**src/design/crst_pkg.sv**
```systemverilog
// Package with request and result types, state type and constants of the receive span tracker.
`timescale 1ns / 1ps

package crst_pkg;

  // Ring geometry, fixed by the 8-bit span offset and 9-bit position fields.
  localparam logic [8:0] RING_SIZE = 9'd256;
  localparam logic [8:0] HALF_RING = 9'd128;

  // Event kind codes. The spare code is handled as an idle line.
  localparam logic [1:0] KIND_IDLE  = 2'd0;
  localparam logic [1:0] KIND_HALF  = 2'd1;
  localparam logic [1:0] KIND_FULL  = 2'd2;
  localparam logic [1:0] KIND_SPARE = 2'd3;

  // Result status codes.
  localparam logic STATUS_SPAN     = 1'b0;
  localparam logic STATUS_OVERFLOW = 1'b1;

  typedef struct packed {
    logic [8:0] position;
    logic [1:0] event_kind;
  } in_item_t;

  typedef struct packed {
    logic        status;
    logic [7:0]  span_offset;
    logic [8:0]  span_length;
    logic [8:0]  total_length;
    logic [1:0]  kind_echo;
    logic        opens_event;
    logic        closes_event;
    logic        run_end;
    logic [31:0] overflow_count;
    logic [31:0] event_count;
    logic [31:0] byte_count;
  } out_item_t;

  typedef struct packed {
    logic [7:0]  consumer_offset;
    logic        expect_full;
    logic [31:0] overflows;
    logic [31:0] events;
    logic [31:0] bytes_total;
  } tracker_state_t;

  // Everything the span calculation hands back for one request.
  typedef struct packed {
    logic           has_first;
    logic           has_second;
    out_item_t      first;
    out_item_t      second;
    tracker_state_t state_nxt;
  } calc_res_t;

endpackage

```
**src/design/crst_span_calc.sv**
```systemverilog
// Combinational span and boundary check for one receive request.
`timescale 1ns / 1ps

module crst_span_calc (
  input  crst_pkg::in_item_t       item,
  input  crst_pkg::tracker_state_t state,
  output crst_pkg::calc_res_t      res
);

  logic [8:0]  pos;
  logic [1:0]  kind;
  logic [8:0]  start;
  logic        wrapped;
  logic [8:0]  len;
  logic [8:0]  head_len;
  logic [8:0]  required;
  logic [8:0]  expected;
  logic        bad_boundary;
  logic [7:0]  offset_nxt;
  logic [31:0] overflows_nxt;
  logic [31:0] events_nxt;
  logic [31:0] bytes_nxt;

  always_comb begin
    pos = (item.position > crst_pkg::RING_SIZE) ? crst_pkg::RING_SIZE : item.position;
    // Kind three is treated as idle.
    kind = (item.event_kind == crst_pkg::KIND_SPARE) ? crst_pkg::KIND_IDLE : item.event_kind;
    start = {1'b0, state.consumer_offset};
    wrapped = pos < start;
    head_len = crst_pkg::RING_SIZE - start;
    len = wrapped ? (head_len + pos) : (pos - start);
    required = (kind == crst_pkg::KIND_HALF) ? crst_pkg::HALF_RING : crst_pkg::RING_SIZE;
    expected = state.expect_full ? crst_pkg::RING_SIZE : crst_pkg::HALF_RING;
    bad_boundary = (kind != crst_pkg::KIND_IDLE) &&
                   ((pos != required) || (pos != expected) || (len == 9'd0) ||
                    (len > crst_pkg::HALF_RING));
    offset_nxt = (pos == crst_pkg::RING_SIZE) ? 8'd0 : pos[7:0];
    overflows_nxt = state.overflows + 32'd1;
    events_nxt = state.events + 32'd1;
    bytes_nxt = state.bytes_total + {23'd0, len};

    res = '0;
    res.state_nxt = state;

    if (bad_boundary) begin
      res.has_first = 1'b1;
      res.state_nxt.overflows = overflows_nxt;
      res.state_nxt.consumer_offset = offset_nxt;
      res.state_nxt.expect_full = (pos >= crst_pkg::HALF_RING) &&
                                  (pos != crst_pkg::RING_SIZE);
      res.first.status = crst_pkg::STATUS_OVERFLOW;
      res.first.kind_echo = kind;
      res.first.run_end = 1'b1;
      res.first.overflow_count = overflows_nxt;
      res.first.event_count = state.events;
      res.first.byte_count = state.bytes_total;
    end else if (len != 9'd0) begin
      res.has_first = 1'b1;
      res.has_second = wrapped && (pos != 9'd0);
      res.state_nxt.consumer_offset = offset_nxt;
      if (kind == crst_pkg::KIND_HALF) begin
        res.state_nxt.expect_full = 1'b1;
      end else if (kind == crst_pkg::KIND_FULL) begin
        res.state_nxt.expect_full = 1'b0;
      end
      res.state_nxt.events = events_nxt;
      res.state_nxt.bytes_total = bytes_nxt;

      res.first.status = crst_pkg::STATUS_SPAN;
      res.first.span_offset = state.consumer_offset;
      res.first.span_length = wrapped ? head_len : len;
      res.first.total_length = len;
      res.first.kind_echo = kind;
      res.first.opens_event = 1'b1;
      res.first.closes_event = !res.has_second;
      res.first.run_end = !res.has_second;
      res.first.overflow_count = state.overflows;
      res.first.event_count = events_nxt;
      res.first.byte_count = bytes_nxt;

      res.second = res.first;
      res.second.span_offset = 8'd0;
      res.second.span_length = pos;
      res.second.opens_event = 1'b0;
      res.second.closes_event = 1'b1;
      res.second.run_end = 1'b1;
    end
  end

endmodule

```
**src/design/crst_out_buf.sv**
```systemverilog
// Two-slot result buffer: the result register plus a holding slot for a wrap's second span.
`timescale 1ns / 1ps

module crst_out_buf (
  input  logic                  clk,
  input  logic                  rst_n,
  input  logic                  push,
  input  crst_pkg::calc_res_t   res,
  output logic                  push_ok,
  output logic                  out_valid,
  input  logic                  out_ready,
  output crst_pkg::out_item_t   out_data
);

  logic                head_valid_r;
  logic                head_valid_nxt;
  crst_pkg::out_item_t head_r;
  crst_pkg::out_item_t head_nxt;
  logic                tail_valid_r;
  logic                tail_valid_nxt;
  crst_pkg::out_item_t tail_r;
  crst_pkg::out_item_t tail_nxt;
  logic                pop;

  assign pop       = head_valid_r && out_ready;
  assign push_ok   = !tail_valid_r && (!head_valid_r || out_ready);
  assign out_valid = head_valid_r;
  assign out_data  = head_r;

  always_comb begin
    head_valid_nxt = head_valid_r;
    head_nxt = head_r;
    tail_valid_nxt = tail_valid_r;
    tail_nxt = tail_r;
    if (pop) begin
      head_valid_nxt = tail_valid_r;
      head_nxt = tail_r;
      tail_valid_nxt = 1'b0;
    end
    // push is only raised when push_ok holds, so the head slot is free here.
    if (push && res.has_first) begin
      head_valid_nxt = 1'b1;
      head_nxt = res.first;
      tail_valid_nxt = res.has_second;
      tail_nxt = res.second;
    end
  end

  always_ff @(posedge clk) begin
    if (!rst_n) begin
      head_valid_r <= 1'b0;
      tail_valid_r <= 1'b0;
    end else begin
      head_valid_r <= head_valid_nxt;
      tail_valid_r <= tail_valid_nxt;
    end
    head_r <= head_nxt;
    tail_r <= tail_nxt;
  end

endmodule

```
**src/design/circular_rx_span_tracker.sv**
```systemverilog
// Top level of the circular receive span tracker.
// A request is registered in the input register, its first result in the result register.
// Throughput: one request per cycle while out_ready is high and each request yields at most
// one result; a wrapping request yields two results through the single result port.
// Reset (rst_n, synchronous, active low) clears the consumer offset, boundary expectation,
// all three counters and every valid flag.
`timescale 1ns / 1ps

module circular_rx_span_tracker (
  input  logic                clk,
  input  logic                rst_n,
  input  logic                in_valid,
  output logic                in_ready,
  input  crst_pkg::in_item_t  in_data,
  output logic                out_valid,
  input  logic                out_ready,
  output crst_pkg::out_item_t out_data
);

  // The input register works as a skid stage: a request is taken even while a finished
  // result is still waiting at the output, and is held here until the result buffer has
  // room for everything it may produce.
  logic                     req_valid_r;
  logic                     req_valid_nxt;
  crst_pkg::in_item_t       req_r;
  crst_pkg::in_item_t       req_nxt;

  // Tracker state: consumer offset, which boundary comes next, and the running counters.
  crst_pkg::tracker_state_t state_r;
  crst_pkg::tracker_state_t state_nxt;

  crst_pkg::calc_res_t      calc_res;
  logic                     push_ok;
  logic                     advance;

  // The held request is evaluated against the current state in one pass of logic.
  crst_span_calc u_calc (
    .item  (req_r),
    .state (state_r),
    .res   (calc_res)
  );

  // A request leaves the input register only when the buffer can take both possible spans.
  assign advance  = req_valid_r && push_ok;
  assign in_ready = !req_valid_r || push_ok;

  always_comb begin
    req_valid_nxt = req_valid_r;
    req_nxt = req_r;
    state_nxt = state_r;
    if (advance) begin
      req_valid_nxt = 1'b0;
      // Idle requests with no new bytes leave the state as it is; the calculation
      // already reflects that in its next-state value.
      state_nxt = calc_res.state_nxt;
    end
    if (in_valid && in_ready) begin
      req_valid_nxt = 1'b1;
      req_nxt = in_data;
    end
  end

  always_ff @(posedge clk) begin
    if (!rst_n) begin
      req_valid_r <= 1'b0;
      state_r <= '0;
    end else begin
      req_valid_r <= req_valid_nxt;
      state_r <= state_nxt;
    end
    req_r <= req_nxt;
  end

  // Result register with a second slot for the tail span of a wrapping request.
  crst_out_buf u_out_buf (
    .clk       (clk),
    .rst_n     (rst_n),
    .push      (advance),
    .res       (calc_res),
    .push_ok   (push_ok),
    .out_valid (out_valid),
    .out_ready (out_ready),
    .out_data  (out_data)
  );

endmodule
```
**config.mk**
```make
export PLATFORM = sky130hd
export DESIGN_NAME = circular_rx_span_tracker
export DESIGN_NICKNAME = d
export VERILOG_FILES = /design/src/design/crst_pkg.sv /design/src/design/crst_span_calc.sv /design/src/design/crst_out_buf.sv /design/src/design/circular_rx_span_tracker.sv
export SDC_FILE = /design/constraint.sdc
export NUM_CORES = 1
export LEC_CHECK = 0
export ABC_CLOCK_PERIOD_IN_PS = 13000
export BUFFER_PORTS_ARGS = -buffer_cell sky130_fd_sc_hd__buf_2
export CORE_ASPECT_RATIO = 1.1
export CORE_MARGIN = 4
export CORE_UTILIZATION = 35
export DETAILED_ROUTE_END_ITERATION = 7
export PLACE_DENSITY = 0.6
export SLEW_MARGIN = 10
export SYNTH_ARGS = -nofsm -noshare
export SYNTH_HDL_FRONTEND = slang
export SYNTH_SLANG_ARGS = --single-unit
```
**constraint.sdc**
```tcl
create_clock -name clk -period 13 [get_ports clk]
set_clock_uncertainty 0.2 [all_clocks]
set_input_delay 0 -clock clk [delete_from_list [all_inputs] [get_ports clk]]
set_output_delay 0 -clock clk [all_outputs]
set_load 0.005 [all_outputs]
```
# Word-level counts from Yosys, hierarchy flattened
# Index checks and enable logic that the tools add are counted.
[classes]
add_sub_neg = 6
muxes = 26
reduce_logical = 30
n_eq_ne = 7
n_bitwise = 2
div = 0
shifts = 0
n_mul = 0
n_lt_le_gt_ge = 4
[ops]
columns = ["op", "n"]
rows = [
  ["267-bit 2-to-1 mux", 1],
  ["128-bit 2-to-1 mux", 2],
  ["97-bit 2-to-1 mux", 1],
  ["32-bit by 1-bit adder with 32-bit output, second input constant", 2],
  ["9-bit 2-to-1 mux", 6],
  ["32-bit by 9-bit adder with 32-bit output", 1],
  ["26-bit 2-to-1 mux", 1],
  ["9-bit inequality test", 2],
  ["9-bit nonzero test", 2],
  ["1-bit 2-to-1 mux", 11],
  ["9-bit adder", 1],
  ["9-bit == test, second input constant", 1],
  ["9-bit by 8-bit >= comparator with 1-bit output, second input constant", 1],
  ["9-bit by 8-bit > comparator with 1-bit output, second input constant", 1],
  ["9-bit > comparator, second input constant", 1],
  ["9-bit zero test", 1],
  ["9-bit by 8-bit < comparator with 1-bit output", 1],
  ["9-bit inequality test, second input constant", 1],
  ["9-bit by 8-bit subtractor with 9-bit output", 1],
  ["9-bit by 8-bit subtractor with 9-bit output, first input constant", 1],
  ["1-bit logical AND", 8],
  ["8-bit 2-to-1 mux", 1],
  ["2-bit nonzero test", 4],
  ["2-bit 2-to-1 mux", 3],
  ["other kinds (9)", 20],
]
[word_totals]
regBits = 375
ram_bits = 0
input_bits = 15
memories = 0
latch_bits = 0
word_cells = 107
out_inout_bits = 130
mem_bits_ro = 0

# Logic depth before layout (Yosys ltp)
# Gate-level depths: netlist of run 1.
[logic_depth]
word_depth = 12
depth_mapped = 23
ltp_nobuf = 20

# By module
# From an unflattened synthesis of run 1, not the netlist that was laid out.
[unflattened]
cells_unflattened = 2039
area_unflattened_um2 = 21117.8
[by_module_without_submodules]
columns = ["module", "seq_area_each_um2", "area_each_um2", "cells_per_inst", "instances"]
rows = [
  ["crst_out_buf", 7727.4, 9342.7, 411, 1],
  ["crst_span_calc", 0.0, 7269.5, 1132, 1],
  ["circular_rx_span_tracker", 2452.4, 4505.6, 496, 1],
]

# Worst setup path before layout of run 1
# Ideal clock, no wire load.
[synth_path]
path_type = "register to register"
startpoint = "register req_r[10] in the netlist's numbering"
endpoint = "register u_out_buf.head_r (netlist bit u_out_buf.out_data[87]), data pin"
setup_slack_ps = 6020
path_buffers = 3
setup_time_ps = 447
t_required_ps = 12353
t_arrival_ps = 6332
period_less_slack_ps = 6980
stages_incl_launch_ff = 17
path_cell_list = "edfxtp_1 > buf_2 > inv_1 > nand2_1 > ha_1 > inv_1 > fa_1 > a211oi_1 > nor3_1 > mux2_2 > a21oi_2 > a22oi_1 > o31ai_2 > inv_2 > clkbuf_1 > clkbuf_1 > a31oi_1"
[synth_lines]
columns = ["element", "line", "rtl"]
rows = [
  ["from (decl)", "circular_rx_span_tracker.sv:25", "crst_pkg::in_item_t req_r;"],
  ["from (signal assigned)", "circular_rx_span_tracker.sv:71", "req_r <= req_nxt;"],
  ["to (signal assigned)", "crst_out_buf.sv:57", "head_r <= head_nxt;"],
  ["to (decl)", "crst_out_buf.sv:17", "crst_pkg::out_item_t head_r;"],
]

==> out/metrics.cfg, run 1 <==
[setup_path]
path_class=reg -> reg
reg2reg_depth=17
required_ns=13.11
cp_max_fo=27
critical_path.startpoint_type=register
critical_path_arrival_ns=6.56
worstSetupEndpointType=register

[worst_hold_path]
hold_class=in -> reg
min_path_cells=5

[clock_network]
clkLatencyLatePin_ns=0.56
cts_sinks=364
cts.clk_slew.worst_paths_ns=0.06
cts_tree=built
ctsHtreeMaxLevel=2
cts-root-buf=clkbuf_16
clockBufferDepth=3
cts_resized=0
numCtsBuffers=40

[power]
power.density_nw_per_um2=145
vdd.ir_drop.worst_v=0.0000695
p_leak_uw=0.00755
power_uw=3020

[layout]
drive_gt1_share_pct=13.3
areaGrowthSynthToFinish_pct=16.4
antennaDiodeCount=0
layout.nets=1884

[routing]
routed_via_density=5.46
drt-initial-drc-count=1155
routed.top_layer=met4
detail-route-antenna-nets=0
drt-pass1-iter-count=7
vias=13800
wl_met1_um=22200
routed_wirelength_um=50500
wl_per_cell_um=20.0
wl_met2_um=24000
drc=0
wl_met3_um=2730

[logic_synthesis]
synthTopCellsByArea=edfxtp_1 (43%), dfxtp_1 (12%), nor2_1 (4.0%), nand2_1 (3.0%), xnor2_1 (2.7%)
synth_fp_nets=1779
ys_seq_elements=364
syn_inst=1731
synth_top_cell_area_share_pct=42.9
yosysWarnings=0
async_flop_share_pct=0
synth_edf_count=256
synthFlopType=edfxtp_1
avgSynthCellArea_um2=10.4
synth.largest_area_cell=edfxtp_1
ys_seq_area_share_pct=55.0
yosysUniqueCellTypes=70
netlist_area_um2=17900

[floorplanning]
ios=145
start_util_pct=35.6
dieArea_um2=54900
die_width_um=224
fp-row-count=86
core_region_area_um2=50400
die_y_um=245

[global_routing]
gr-total-overflow=0
grt_pass1_wl_um=78800
first_global_vias=13600
grt_max_degree=159
grt_use_total_pct=18.0
grt_antenna_before_repair=1

[timing]
maxSlewViolCount=0
timing.final.hold_violations=0
period_needed_ns=6.45
max_clock_freq_mhz=155
worst_pin_slew_ns=0.925
rsz0062_at_grt=no
min_period_over_period_pct=49.6
relSlewSlack_pct=38.2
final-setup-viol-count=0
tns_ns=0

[outcome]
outcome=complete, no violations

[placed_design]
io_buffers=144
post-dp-hpwl_um=31300
globalplace.congestion=0.891

[job]
drv_cap=0

-- state kept, by name, indices dropped and copies added (netlist names) --
name and flops:
u_out_buf.out_valid 1, state_r 105, u_out_buf.tail_valid_r 1, req_r 11, req_valid_r 1, u_out_buf.out_data 128, u_out_buf.tail_r 117
-- worst max-delay path, cell delays in order, from the launching register on --
cell	delay (ns)
edfxtp_1	0.54
nor2b_1	0.52
ha_1	0.47
a21oi_1	0.32
o221a_2	0.25
and2_1	0.11
buf_4	0.30
mux2i_1	0.25
fa_1	0.48
nor2b_1	0.13
o21ai_0	0.11
a21oi_1	0.25
o311ai_0	0.26
a21oi_1	0.75
nor2b_1	0.49
nand3_1	0.24
a21o_1	0.22
a221o_1	0.28
-- timing repair --
item	CTS	global route
hold buffers	26	0
hold endpoints to repair	58	0
setup buffers	0	0
-- report_power, final --
group / switching, uW / internal [uW]
clock network: 481 / 764
logic: 290 / 135
registers: 28.4 / 1320
-- cells in the final DEF, fill, tap and decap left out, types with 50 or more instances in the layout --
master	n
buf_2	144
and3_1	69
edfxtp_1	256
xor2_1	53
a21oi_1	78
dfxtp_1	108
nor3_1	50
xnor2_1	56
nor2_1	191
o21ai_0	85
nand3_1	64
nand2_1	142
-- per-layer routing --
metal	up-vias	GRT usage, %
met4	0	6.26
met5	-	0
met3	86	3.07
li1	6555	-
met2	404	29.6
met1	6747	24.1
-- cell usage after synthesis (20+ instances only) --
library cell / number
a21oi_1: 78
a221o_1: 30
a31oi_1: 23
a32o_1: 22
and3_1: 69
buf_2: 23
clkbuf_1: 85
dfxtp_1: 108
edfxtp_1: 256
ha_1: 30
inv_1: 50
nand2_1: 144
nand3_1: 65
nand4_1: 20
nor2_1: 191
nor3_1: 50
o21a_1: 21
o21ai_0: 85
or3_1: 25
xnor2_1: 56
xor2_1: 53
-- cell families after synthesis --
kind of cell    share of synthesized area, %
simple gates                            17.8
compound gates                          14.6
fa+ha+maj                               2.43
mux                                    0.880
flops                                   55.0
buf+inv                                 4.06
xor+xnor                                5.33
-- final timing paths --
| path | from | endpoint | slack, ns |
|---|---|---|---|
| setup / recovery | req_r[10]$_DFFE_PP_ | u_out_buf.out_data[20]$_DFFE_PP_ | 6.55 |
| hold / removal | out_ready | u_out_buf.out_valid$_SDFFE_PN0P_ | 0.19 |
| setup reg to reg | req_r[10]$_DFFE_PP_ | u_out_buf.out_data[20]$_DFFE_PP_ | 6.55 |
| hold reg to reg | state_r[103]$_SDFFE_PN0P_ | state_r[103]$_SDFFE_PN0P_ | 0.26 |
-- area by class of cell --
class | count | area, um^2
Tap cell | 660 | 826
Clock buffer | 53 | 1110
Sequential cell | 364 | 9850
Multi-Input combinational cell | 1190 | 7420
Fill cell | 4858 | 29500
Inverter | 52 | 201
Clock inverter | 20 | 318
Timing Repair Buffer | 188 | 1130
-- per-stage QoR --
step / utilization, % / std cells / hold WS, ns / setup WS [ns] / cell area [um^2]
after floorplan: - / 1731 / -0.101 / 6.02 / 17900
after CTS: 41.4 / 2527 / 0.157 / 6.63 / 20900
after global routing: 41.4 / 2527 / 0.215 / 6.14 / 20900
after global placement: 38.1 / 2428 / -0.0193 / 6.52 / 19200
final: 41.4 / 2527 / 0.188 / 6.55 / 20900
after detailed placement: 38.1 / 2428 / -0.0189 / 6.64 / 19200
No activity file was read; power rests on OpenSTA's default activity.
==> inputs of run 2 (changes only) <==
--- a/config.mk
+++ b/config.mk
@@ -5,13 +5,13 @@
 export SDC_FILE = /design/constraint.sdc
 export NUM_CORES = 1
 export LEC_CHECK = 0
-export ABC_CLOCK_PERIOD_IN_PS = 13000
+export ABC_CLOCK_PERIOD_IN_PS = 5600
 export BUFFER_PORTS_ARGS = -buffer_cell sky130_fd_sc_hd__buf_2
 export CORE_ASPECT_RATIO = 1.1
 export CORE_MARGIN = 4
 export CORE_UTILIZATION = 35
 export DETAILED_ROUTE_END_ITERATION = 7
-export PLACE_DENSITY = 0.6
+export PLACE_DENSITY = 0.62
 export SLEW_MARGIN = 10
 export SYNTH_ARGS = -nofsm -noshare
 export SYNTH_HDL_FRONTEND = slang
==> constraint.sdc (replaced) <==
create_clock -name clk -period 5.6 [get_ports clk]
set_clock_uncertainty 0.2 [all_clocks]
set_input_delay 0 -clock clk [delete_from_list [all_inputs] [get_ports clk]]
set_output_delay 0 -clock clk [all_outputs]
set_load 0.005 [all_outputs]
==> run 2 against run 1 <==
Compared with the run above:
- first-iteration DRC count shrank 11%
- flip-flop and latch count is the same
- combinational power grew 140%
- worst setup slack lost 6.2 ns
- sequential share of layout area shrank 0.20 points
- maximum frequency grew 24%
- global-route usage shrank 0.53 points
- critical endpoint is now u_out_buf.out_data[21]$_DFFE_PP_
- largest power group unchanged
==> out/metrics.cfg, run 2 (synthesized netlist as in run 1, its figures left out) <==
[power]
vdd.ir_drop.worst_v=0.000164  ; was 0.0000695 V
p_leak_uw=0.00759  ; was 0.00755 uW
power_uw=6750  ; was 3020 uW
power.density_nw_per_um2=323  ; was 145 nW/um^2

[placed_design]
globalplace.congestion=0.908  ; was 0.891
io_buffers=144  ; unchanged
placedCellCount=2439  ; was 2,428
placed_cell_area_um2=19300  ; was 19,200 um^2
post-dp-hpwl_um=30700  ; was 31,300 um
post-place-ws_ns=0.0990  ; was 6.64 ns

[timing]
min_period_over_period_pct=93.0  ; was 49.6%
period_needed_ns=5.21  ; was 6.45 ns
fin_ws_ns=0.389  ; was 6.55 ns
rsz0062_at_grt=no  ; unchanged
tns_ns=0  ; unchanged
maxSlewViolCount=0  ; unchanged
max_clock_freq_mhz=192  ; was 155 MHz
timing.final.hold_violations=0  ; unchanged
worst_pin_slew_ns=1.26  ; was 0.925 ns
relSlewSlack_pct=15.7  ; was 38.2%
final-setup-viol-count=0  ; unchanged

[clock_network]
clockBufferDepth=3  ; unchanged
cts_tree=built  ; unchanged
numCtsBuffers=40  ; unchanged
ctsHtreeMaxLevel=2  ; unchanged
cts-root-buf=clkbuf_16  ; unchanged
cts.clk_slew.worst_paths_ns=0.06  ; about the same
cts_sinks=364  ; unchanged
clkLatencyLatePin_ns=0.56  ; about the same

[routing]
vias=13800  ; about the same
drt-pass1-iter-count=5  ; was 7
drc=0  ; unchanged
routed_wirelength_um=49000  ; was 50,500 um
wl_per_cell_um=19.3  ; was 20.0 um
routed_via_density=5.44  ; was 5.46
drt-initial-drc-count=1033  ; was 1,155
detail-route-antenna-nets=0  ; unchanged

[setup_path]
critical_path.startpoint_type=register  ; unchanged
path_class=reg -> reg  ; unchanged
cp_max_fo=21  ; was 27
required_ns=5.70  ; was 13.11 ns
crit_slowest_cell=edfxtp_1  ; was a21oi_1
path_common_cell=a21oi_1
ff2ff_setup_slack_ns=0.39  ; was 6.55 ns
worstSetupEndpointType=register  ; unchanged
critical_path_arrival_ns=5.31  ; was 6.56 ns
crit_path_cell_trace=nor2b_2 > ha_1 > a21oi_1 > o221a_2 > and2_2 > buf_6 > nor2_1 > a21oi_1 > inv_1 > ha_1 > or2_2 > a21oi_1 > a21oi_1 > a31oi_2 > nor2_1 > and4_1 > nor3b_1 > a211o_1  ; was nor2b_1 > ha_1 > a21oi_1 > o221a_2 > and2_1 > buf_4 > mux2i_1 > fa_1 > nor2b_1 > o21ai_0 > a21oi_1 > o311ai_0 > a21oi_1 > nor2b_1 > nand3_1 > a21o_1 > a221o_1
cpPeakStageDelay_ns=0.54  ; was 0.75 ns

[layout]
nFillCells=4834  ; was 4,858
antennaDiodeCount=0  ; unchanged
drive_gt1_share_pct=14.5  ; was 13.3%
final_common_cell=edfxtp_1  ; unchanged
largest_reg_flops=128  ; unchanged
stdcell_count=2540  ; was 2,527
seq_area_um2=9850  ; unchanged
final_cell_mix=edfxtp_1 (256), nor2_1 (190), buf_2 (144)  ; was edfxtp_1 (256), nor2_1 (191), buf_2 (144)
multi_input_area_um2=7470  ; was 7420 um^2
layout.nets=1897  ; was 1,884
design_area_um2=20900  ; about the same
areaGrowthSynthToFinish_pct=16.8  ; was 16.4%

[floorplanning]
fp-row-count=86  ; unchanged
core_region_area_um2=50400  ; unchanged
ios=145  ; unchanged
die_width_um=224  ; unchanged
die_y_um=245  ; unchanged
start_util_pct=35.6  ; unchanged
dieArea_um2=54900  ; unchanged

[worst_hold_path]
hold_class=in -> reg  ; unchanged

[outcome]
outcome=complete, no violations  ; unchanged

[global_routing]
grt_use_total_pct=17.5  ; was 18.0%
grt_pass1_wl_um=77300  ; was 78,800 um
gr-total-overflow=0  ; unchanged
grtUsageMet2_pct=30.0  ; was 29.6%
busiest_layer=met2  ; unchanged
met1_usage_pct=22.7  ; was 24.1%
grt_antenna_before_repair=1  ; unchanged
met3_usage_pct=2.65  ; was 3.07%
grt_max_degree=93  ; was 159
first_global_vias=13800  ; was 13,600

[job]
drv_cap=0  ; unchanged

run 2: cell count changes in the layout (fill, tap and decap cells not counted), sizes merged:
cell      delta
bufinv       -6
inv          +3
clkinvlp     -1
buf         +13
clkbuf       +4
run 2: cell type report:
type	instances	area share (%)
Inverter	52	0.956
Timing Repair Buffer	201	6.29
Clock inverter	16	0.699
Sequential cell	364	47.0
Multi-Input combinational cell	1190	35.7
Clock buffer	57	5.43
Tap cell	660	3.94
run 2: critical path, delay by kind of cell, from the launching register on:
family                     cells  cell delay [ns]
and+or+nand+nor                7             1.52
adders and majority gates      2             0.72
DFF                            1             0.54
AOI/OAI and AO/OA              7             1.65
buffers and inverters          2             0.32
run 2: repair_timing:
action,4_1_cts,5_1_grt
hold endpoints to repair,49,0
hold buffers,26,0
resized for setup,0,12
setup endpoints to repair,0,40
buffers inserted,0,2
run 2: through the flow:
step / hold slack [ns] / utilization, %
floorplan: -0.101 / -
global placement: -0.0196 / 38.4
detailed placement: -0.0213 / 38.4
CTS: 0.177 / 41.5
global route: 0.197 / 41.6
finish: 0.206 / 41.6
run 2: per-layer routing:
layer | vias up | wire length (um)
met5 | - | 0
met4 | 0 | 1440
met3 | 93 | 2630
met2 | 376 | 23600
met1 | 6768 | 21400
li1 | 6588 | -
run 2: final timing paths:
check / startpoint / endpoint / depth (start not counted)
worst min-delay path: out_ready / u_out_buf.out_valid$_SDFFE_PN0P_ / 5
worst min register to register: state_r[103]$_SDFFE_PN0P_ / state_r[103]$_SDFFE_PN0P_ / 2
worst max-delay path: req_r[10]$_DFFE_PP_ / u_out_buf.out_data[21]$_DFFE_PP_ / 18
worst max register to register: req_r[10]$_DFFE_PP_ / u_out_buf.out_data[21]$_DFFE_PP_ / 18
run 2: report_power, final:
group          total, uW  switching [uW]  internal [uW]
sequential          3130            61.1           3070
clock               2590            1080           1510
combinational       1030             682            348
total               6750            1820           4930
==> inputs of run 3 (changes only) <==
--- a/config.mk
+++ b/config.mk
@@ -11,8 +11,10 @@
 export CORE_MARGIN = 4
 export CORE_UTILIZATION = 35
 export DETAILED_ROUTE_END_ITERATION = 7
+export HOLD_SLACK_MARGIN = 0.06
 export PLACE_DENSITY = 0.62
-export SLEW_MARGIN = 10
+export SLEW_MARGIN = 20
 export SYNTH_ARGS = -nofsm -noshare
 export SYNTH_HDL_FRONTEND = slang
+export SYNTH_HIERARCHICAL = 1
 export SYNTH_SLANG_ARGS = --single-unit
==> run 3 against run 2 <==
Compared with the run above:
- wire length up 21%
- critical endpoint is now u_out_buf/out_data[27]$_DFFE_PP_
- worst setup slack got worse by 0.094 ns
- highest routed layer unchanged
- synthesized cell count up 18%
- flip-flop and latch count grew 11
- critical path depth did not move
==> out/metrics.cfg, run 3 <==
[outcome]
outcome=complete, no violations  ; unchanged

[global_routing]
gr-total-overflow=0  ; unchanged
grt_antenna_before_repair=1  ; unchanged
grt_max_degree=114  ; was 93
first_global_vias=16200  ; was 13,800
grt_pass1_wl_um=93600  ; was 77,300 um
grt_use_total_pct=17.9  ; was 17.5%

[logic_synthesis]
synthMostInstantiatedCell=edfxtp_1  ; unchanged
synth_compound_area_share_pct=12.5  ; was 14.6%
yosysUniqueCellTypes=83  ; was 70
yosysWarnings=6  ; was 0
synthTopCellsByArea=edfxtp_1 (38%), dfxtp_1 (10%), xnor2_1 (4.8%), nand4_1 (4.4%), mux2_2 (4.0%)  ; was edfxtp_1 (43%), dfxtp_1 (12%), nor2_1 (4.0%), nand2_1 (3.0%), xnor2_1 (2.7%)
synthXorXnorAreaFrac_pct=6.26  ; was 5.33%
synth_top_cell_area_share_pct=38.0  ; was 42.9%
synthAdderAreaFrac_pct=2.18  ; was 2.43%
synth.largest_area_cell=edfxtp_1  ; unchanged
synth-simple-area-share_pct=16.4  ; was 17.8%
synthMuxAreaShare_pct=8.35  ; was 0.880%
synthTopCellsByCount=edfxtp_1 (267), nand2_1 (172), nor2_1 (168)  ; was edfxtp_1 (256), nor2_1 (191), nand2_1 (144)
ys_seq_elements=375  ; was 364
synth_top_family_by_area=simple AND/OR/NAND/NOR gates  ; unchanged
syn_inst=2039  ; was 1,731
async_flop_share_pct=0  ; unchanged
synthFlopType=edfxtp_1  ; unchanged
netlist_area_um2=21100  ; was 17,900 um^2
ys_seq_area_share_pct=48.2  ; was 55.0%
synth_edf_count=267  ; was 256
avgSynthCellArea_um2=10.4  ; about the same

[setup_path]
crit_path_cell_trace=nor3_2 > nand2_1 > nor2_1 > xnor2_1 > ha_1 > or4b_2 > nand4_1 > nand2_1 > nand2_1 > ha_1 > o21a_1 > o21ai_0 > a21oi_2 > o211ai_1 > or4_4 > a211o_1 > a22o_1 > mux2_2  ; was nor2b_2 > ha_1 > a21oi_1 > o221a_2 > and2_2 > buf_6 > nor2_1 > a21oi_1 > inv_1 > ha_1 > or2_2 > a21oi_1 > a21oi_1 > a31oi_2 > nor2_1 > and4_1 > nor3b_1 > a211o_1
timing.rr.end=u_out_buf/out_data[27]$_DFFE_PP_  ; was u_out_buf.out_data[21]$_DFFE_PP_
critical_path.startpoint_type=register  ; unchanged
path_class=reg -> reg  ; unchanged
startpoint=state_r[99]$_SDFFE_PN0P_  ; was req_r[10]$_DFFE_PP_
cpPeakStageDelay_ns=0.70  ; was 0.54 ns
critical_path_cell_count=18  ; unchanged
reg2reg_depth=18  ; unchanged
ff2ff_setup_slack_ns=0.30  ; was 0.39 ns
timing.rr.start=state_r[99]$_SDFFE_PN0P_  ; was req_r[10]$_DFFE_PP_
crit_family=simple AND/OR/NAND/NOR gates  ; was compound AO/OA/AOI/OAI gates
crit_end=u_out_buf/out_data[27]$_DFFE_PP_  ; was u_out_buf.out_data[21]$_DFFE_PP_
crit_slowest_cell=or4b_2  ; was edfxtp_1
critical_path_arrival_ns=5.42  ; was 5.31 ns
worstSetupEndpointType=register  ; unchanged
cp_max_fo=9  ; was 21
required_ns=5.71  ; was 5.70 ns
critPathBufInv=0  ; was 2
path_common_cell=nand2_1  ; was a21oi_1

[layout]
areaGrowthSynthToFinish_pct=15.2  ; was 16.8%
stdcell_count=2949  ; was 2,540
final_common_cell=edfxtp_1  ; unchanged
final_core_utilization_pct=40.7  ; was 41.6%
layout.nets=2196  ; was 1,897
nFillCells=5769  ; was 4,834
drive_gt1_share_pct=20.1  ; was 14.5%
final_cell_mix=edfxtp_1 (267), nand2_1 (171), nor2_1 (168)  ; was edfxtp_1 (256), nor2_1 (190), buf_2 (144)
design_area_um2=24300  ; was 20,900 um^2

[power]
intPower_uw=5340  ; was 4930 uW
p_leak_uw=0.00858  ; was 0.00759 uW
power_frac_comb_pct=16.8  ; was 15.2%
swShare_pct=27.8  ; was 27.0%
pwr-share-clk_pct=39.5  ; was 38.3%
p_sw_uw=2060  ; was 1820 uW
vdd.ir_drop.worst_v=0.000241  ; was 0.000164 V
power_frac_seq_pct=43.7  ; was 46.4%
power.density_nw_per_um2=304  ; was 323 nW/um^2

[floorplanning]
dieArea_um2=64300  ; was 54,900 um^2
start_util_pct=35.3  ; was 35.6%
die_width_um=242  ; was 224 um
ios=145  ; unchanged
fp-row-count=94  ; was 86
core_region_area_um2=59700  ; was 50,400 um^2
die_y_um=266  ; was 245 um

[routing]
routed_via_density=5.55  ; was 5.44
vias=16400  ; was 13,800
drt-pass1-iter-count=6  ; was 5
wl_per_cell_um=20.1  ; was 19.3 um
detail-route-antenna-nets=0  ; unchanged
drc=0  ; unchanged
drt-initial-drc-count=1354  ; was 1,033
routed_wirelength_um=59300  ; was 49,000 um

[timing]
final-setup-viol-count=0  ; unchanged
worst_pin_slew_ns=1.06  ; was 1.26 ns
tns_ns=0  ; unchanged
min_period_over_period_pct=94.7  ; was 93.0%
hold_ws_ns=0.229  ; was 0.206 ns
rsz0062_at_grt=yes  ; was no
relSlewSlack_pct=29.6  ; was 15.7%
maxSlewViolCount=0  ; unchanged
timing.final.hold_violations=0  ; unchanged
max_clock_freq_mhz=189  ; was 192 MHz
period_needed_ns=5.30  ; was 5.21 ns

[job]
drv_cap=0  ; unchanged

[clock_network]
numCtsBuffers=43  ; was 40
cts.clk_slew.worst_paths_ns=0.06  ; about the same
clockBufferDepth=3  ; unchanged
cts_sinks=375  ; was 364
ctsHtreeMaxLevel=2  ; unchanged
clkLatencyLatePin_ns=0.57  ; was 0.56 ns
cts-root-buf=clkbuf_16  ; unchanged
cts_tree=built  ; unchanged

[placed_design]
placed_cell_area_um2=22500  ; was 19,300 um^2
io_buffers=144  ; unchanged
globalplace.congestion=0.868  ; was 0.908
placedCellCount=2837  ; was 2,439
post-dp-hpwl_um=37300  ; was 30,700 um

[worst_hold_path]
hold_class=in -> reg  ; unchanged

## run 3: how the worst min path moves through the flow
stage,cells past startpoint,to,startpoint,slack [ns]
6_report,5,u_out_buf/tail_valid_r$_SDFFE_PN0P_,out_ready,0.23
3_3_place_gp,1,req_r[0]$_DFFE_PP_,in_data[0],-0.02
4_1_cts,5,u_out_buf/tail_valid_r$_SDFFE_PN0P_,out_ready,0.19
2_1_floorplan,0,req_r[0]$_DFFE_PP_,in_data[0],-0.10
5_1_grt,5,u_out_buf/tail_valid_r$_SDFFE_PN0P_,out_ready,0.27
3_5_place_dp,1,req_r[9]$_DFFE_PP_,in_data[9],-0.02
## run 3: per-stage QoR
stage	total power (uW)	worst slack, ns
floorplan	4090	-0.267
global placement	4500	0.214
detailed placement	4510	0.121
CTS	7480	0.0920
global route	7710	-0.00619
finish	7390	0.295
## run 3: worst reg2reg max path: stages (launching register included)
cell,delay (ns)
dfxtp_1,0.37
nor3_2,0.29
nand2_1,0.11
nor2_1,0.13
xnor2_1,0.24
ha_1,0.40
or4b_2,0.70
nand4_1,0.18
nand2_1,0.09
nand2_1,0.09
ha_1,0.20
o21a_1,0.13
o21ai_0,0.12
a21oi_2,0.20
o211ai_1,0.17
or4_4,0.59
a211o_1,0.33
a22o_1,0.26
mux2_2,0.27
## run 3: cells by family (layout without fill, tap and decap cells)
group	after synthesis	after routing
AND/OR/NAND/NOR	684	684
adder cells (fa/ha/maj)	35	35
flip-flops	375	375
XOR/XNOR	151	151
other	1	11
AO/OA/AOI/OAI	389	389
buffers and inverters	246	378
multiplexers	158	158
## run 3: layout make-up
| class | instances | area [um^2] | area share (%) |
|---|---|---|---|
| flip-flops and latches | 375 | 10200 | 41.9 |
| multi-input cells | 1427 | 9890 | 40.6 |
| repair buffers | 232 | 1580 | 6.51 |
| clock buffers | 56 | 1210 | 4.96 |
| well taps | 768 | 961 | 3.95 |
| inverters | 67 | 255 | 1.05 |
| clock inverters | 23 | 243 | 0.998 |
| diodes | 1 | 2.50 | 0.0103 |
## run 3: routing by layer
layer  global-route usage [%]  wire length (um)  up-vias
met4                     5.32              1580        0
met2                     30.0             28400      496
li1                         -                 -     7694
met1                     24.0             26200     8087
met3                     2.98              3120      104
met5                        0                 0        -
## run 3: power groups by stage
stage               clock network, uW  logic, uW  registers [uW]
global placement                    0       1210            3290
detailed placement                  0       1220            3290
global route                     3120       1350            3240
floorplan                           0        805            3280
CTS                              3000       1240            3230
finish                           2920       1240            3230
## run 3: repair_timing
item,in CTS,in global routing
resized for setup,0,8
endpoints found under the hold margin,79,0
buffers inserted,0,4
endpoints found under the setup margin,0,13
hold buffers,28,0
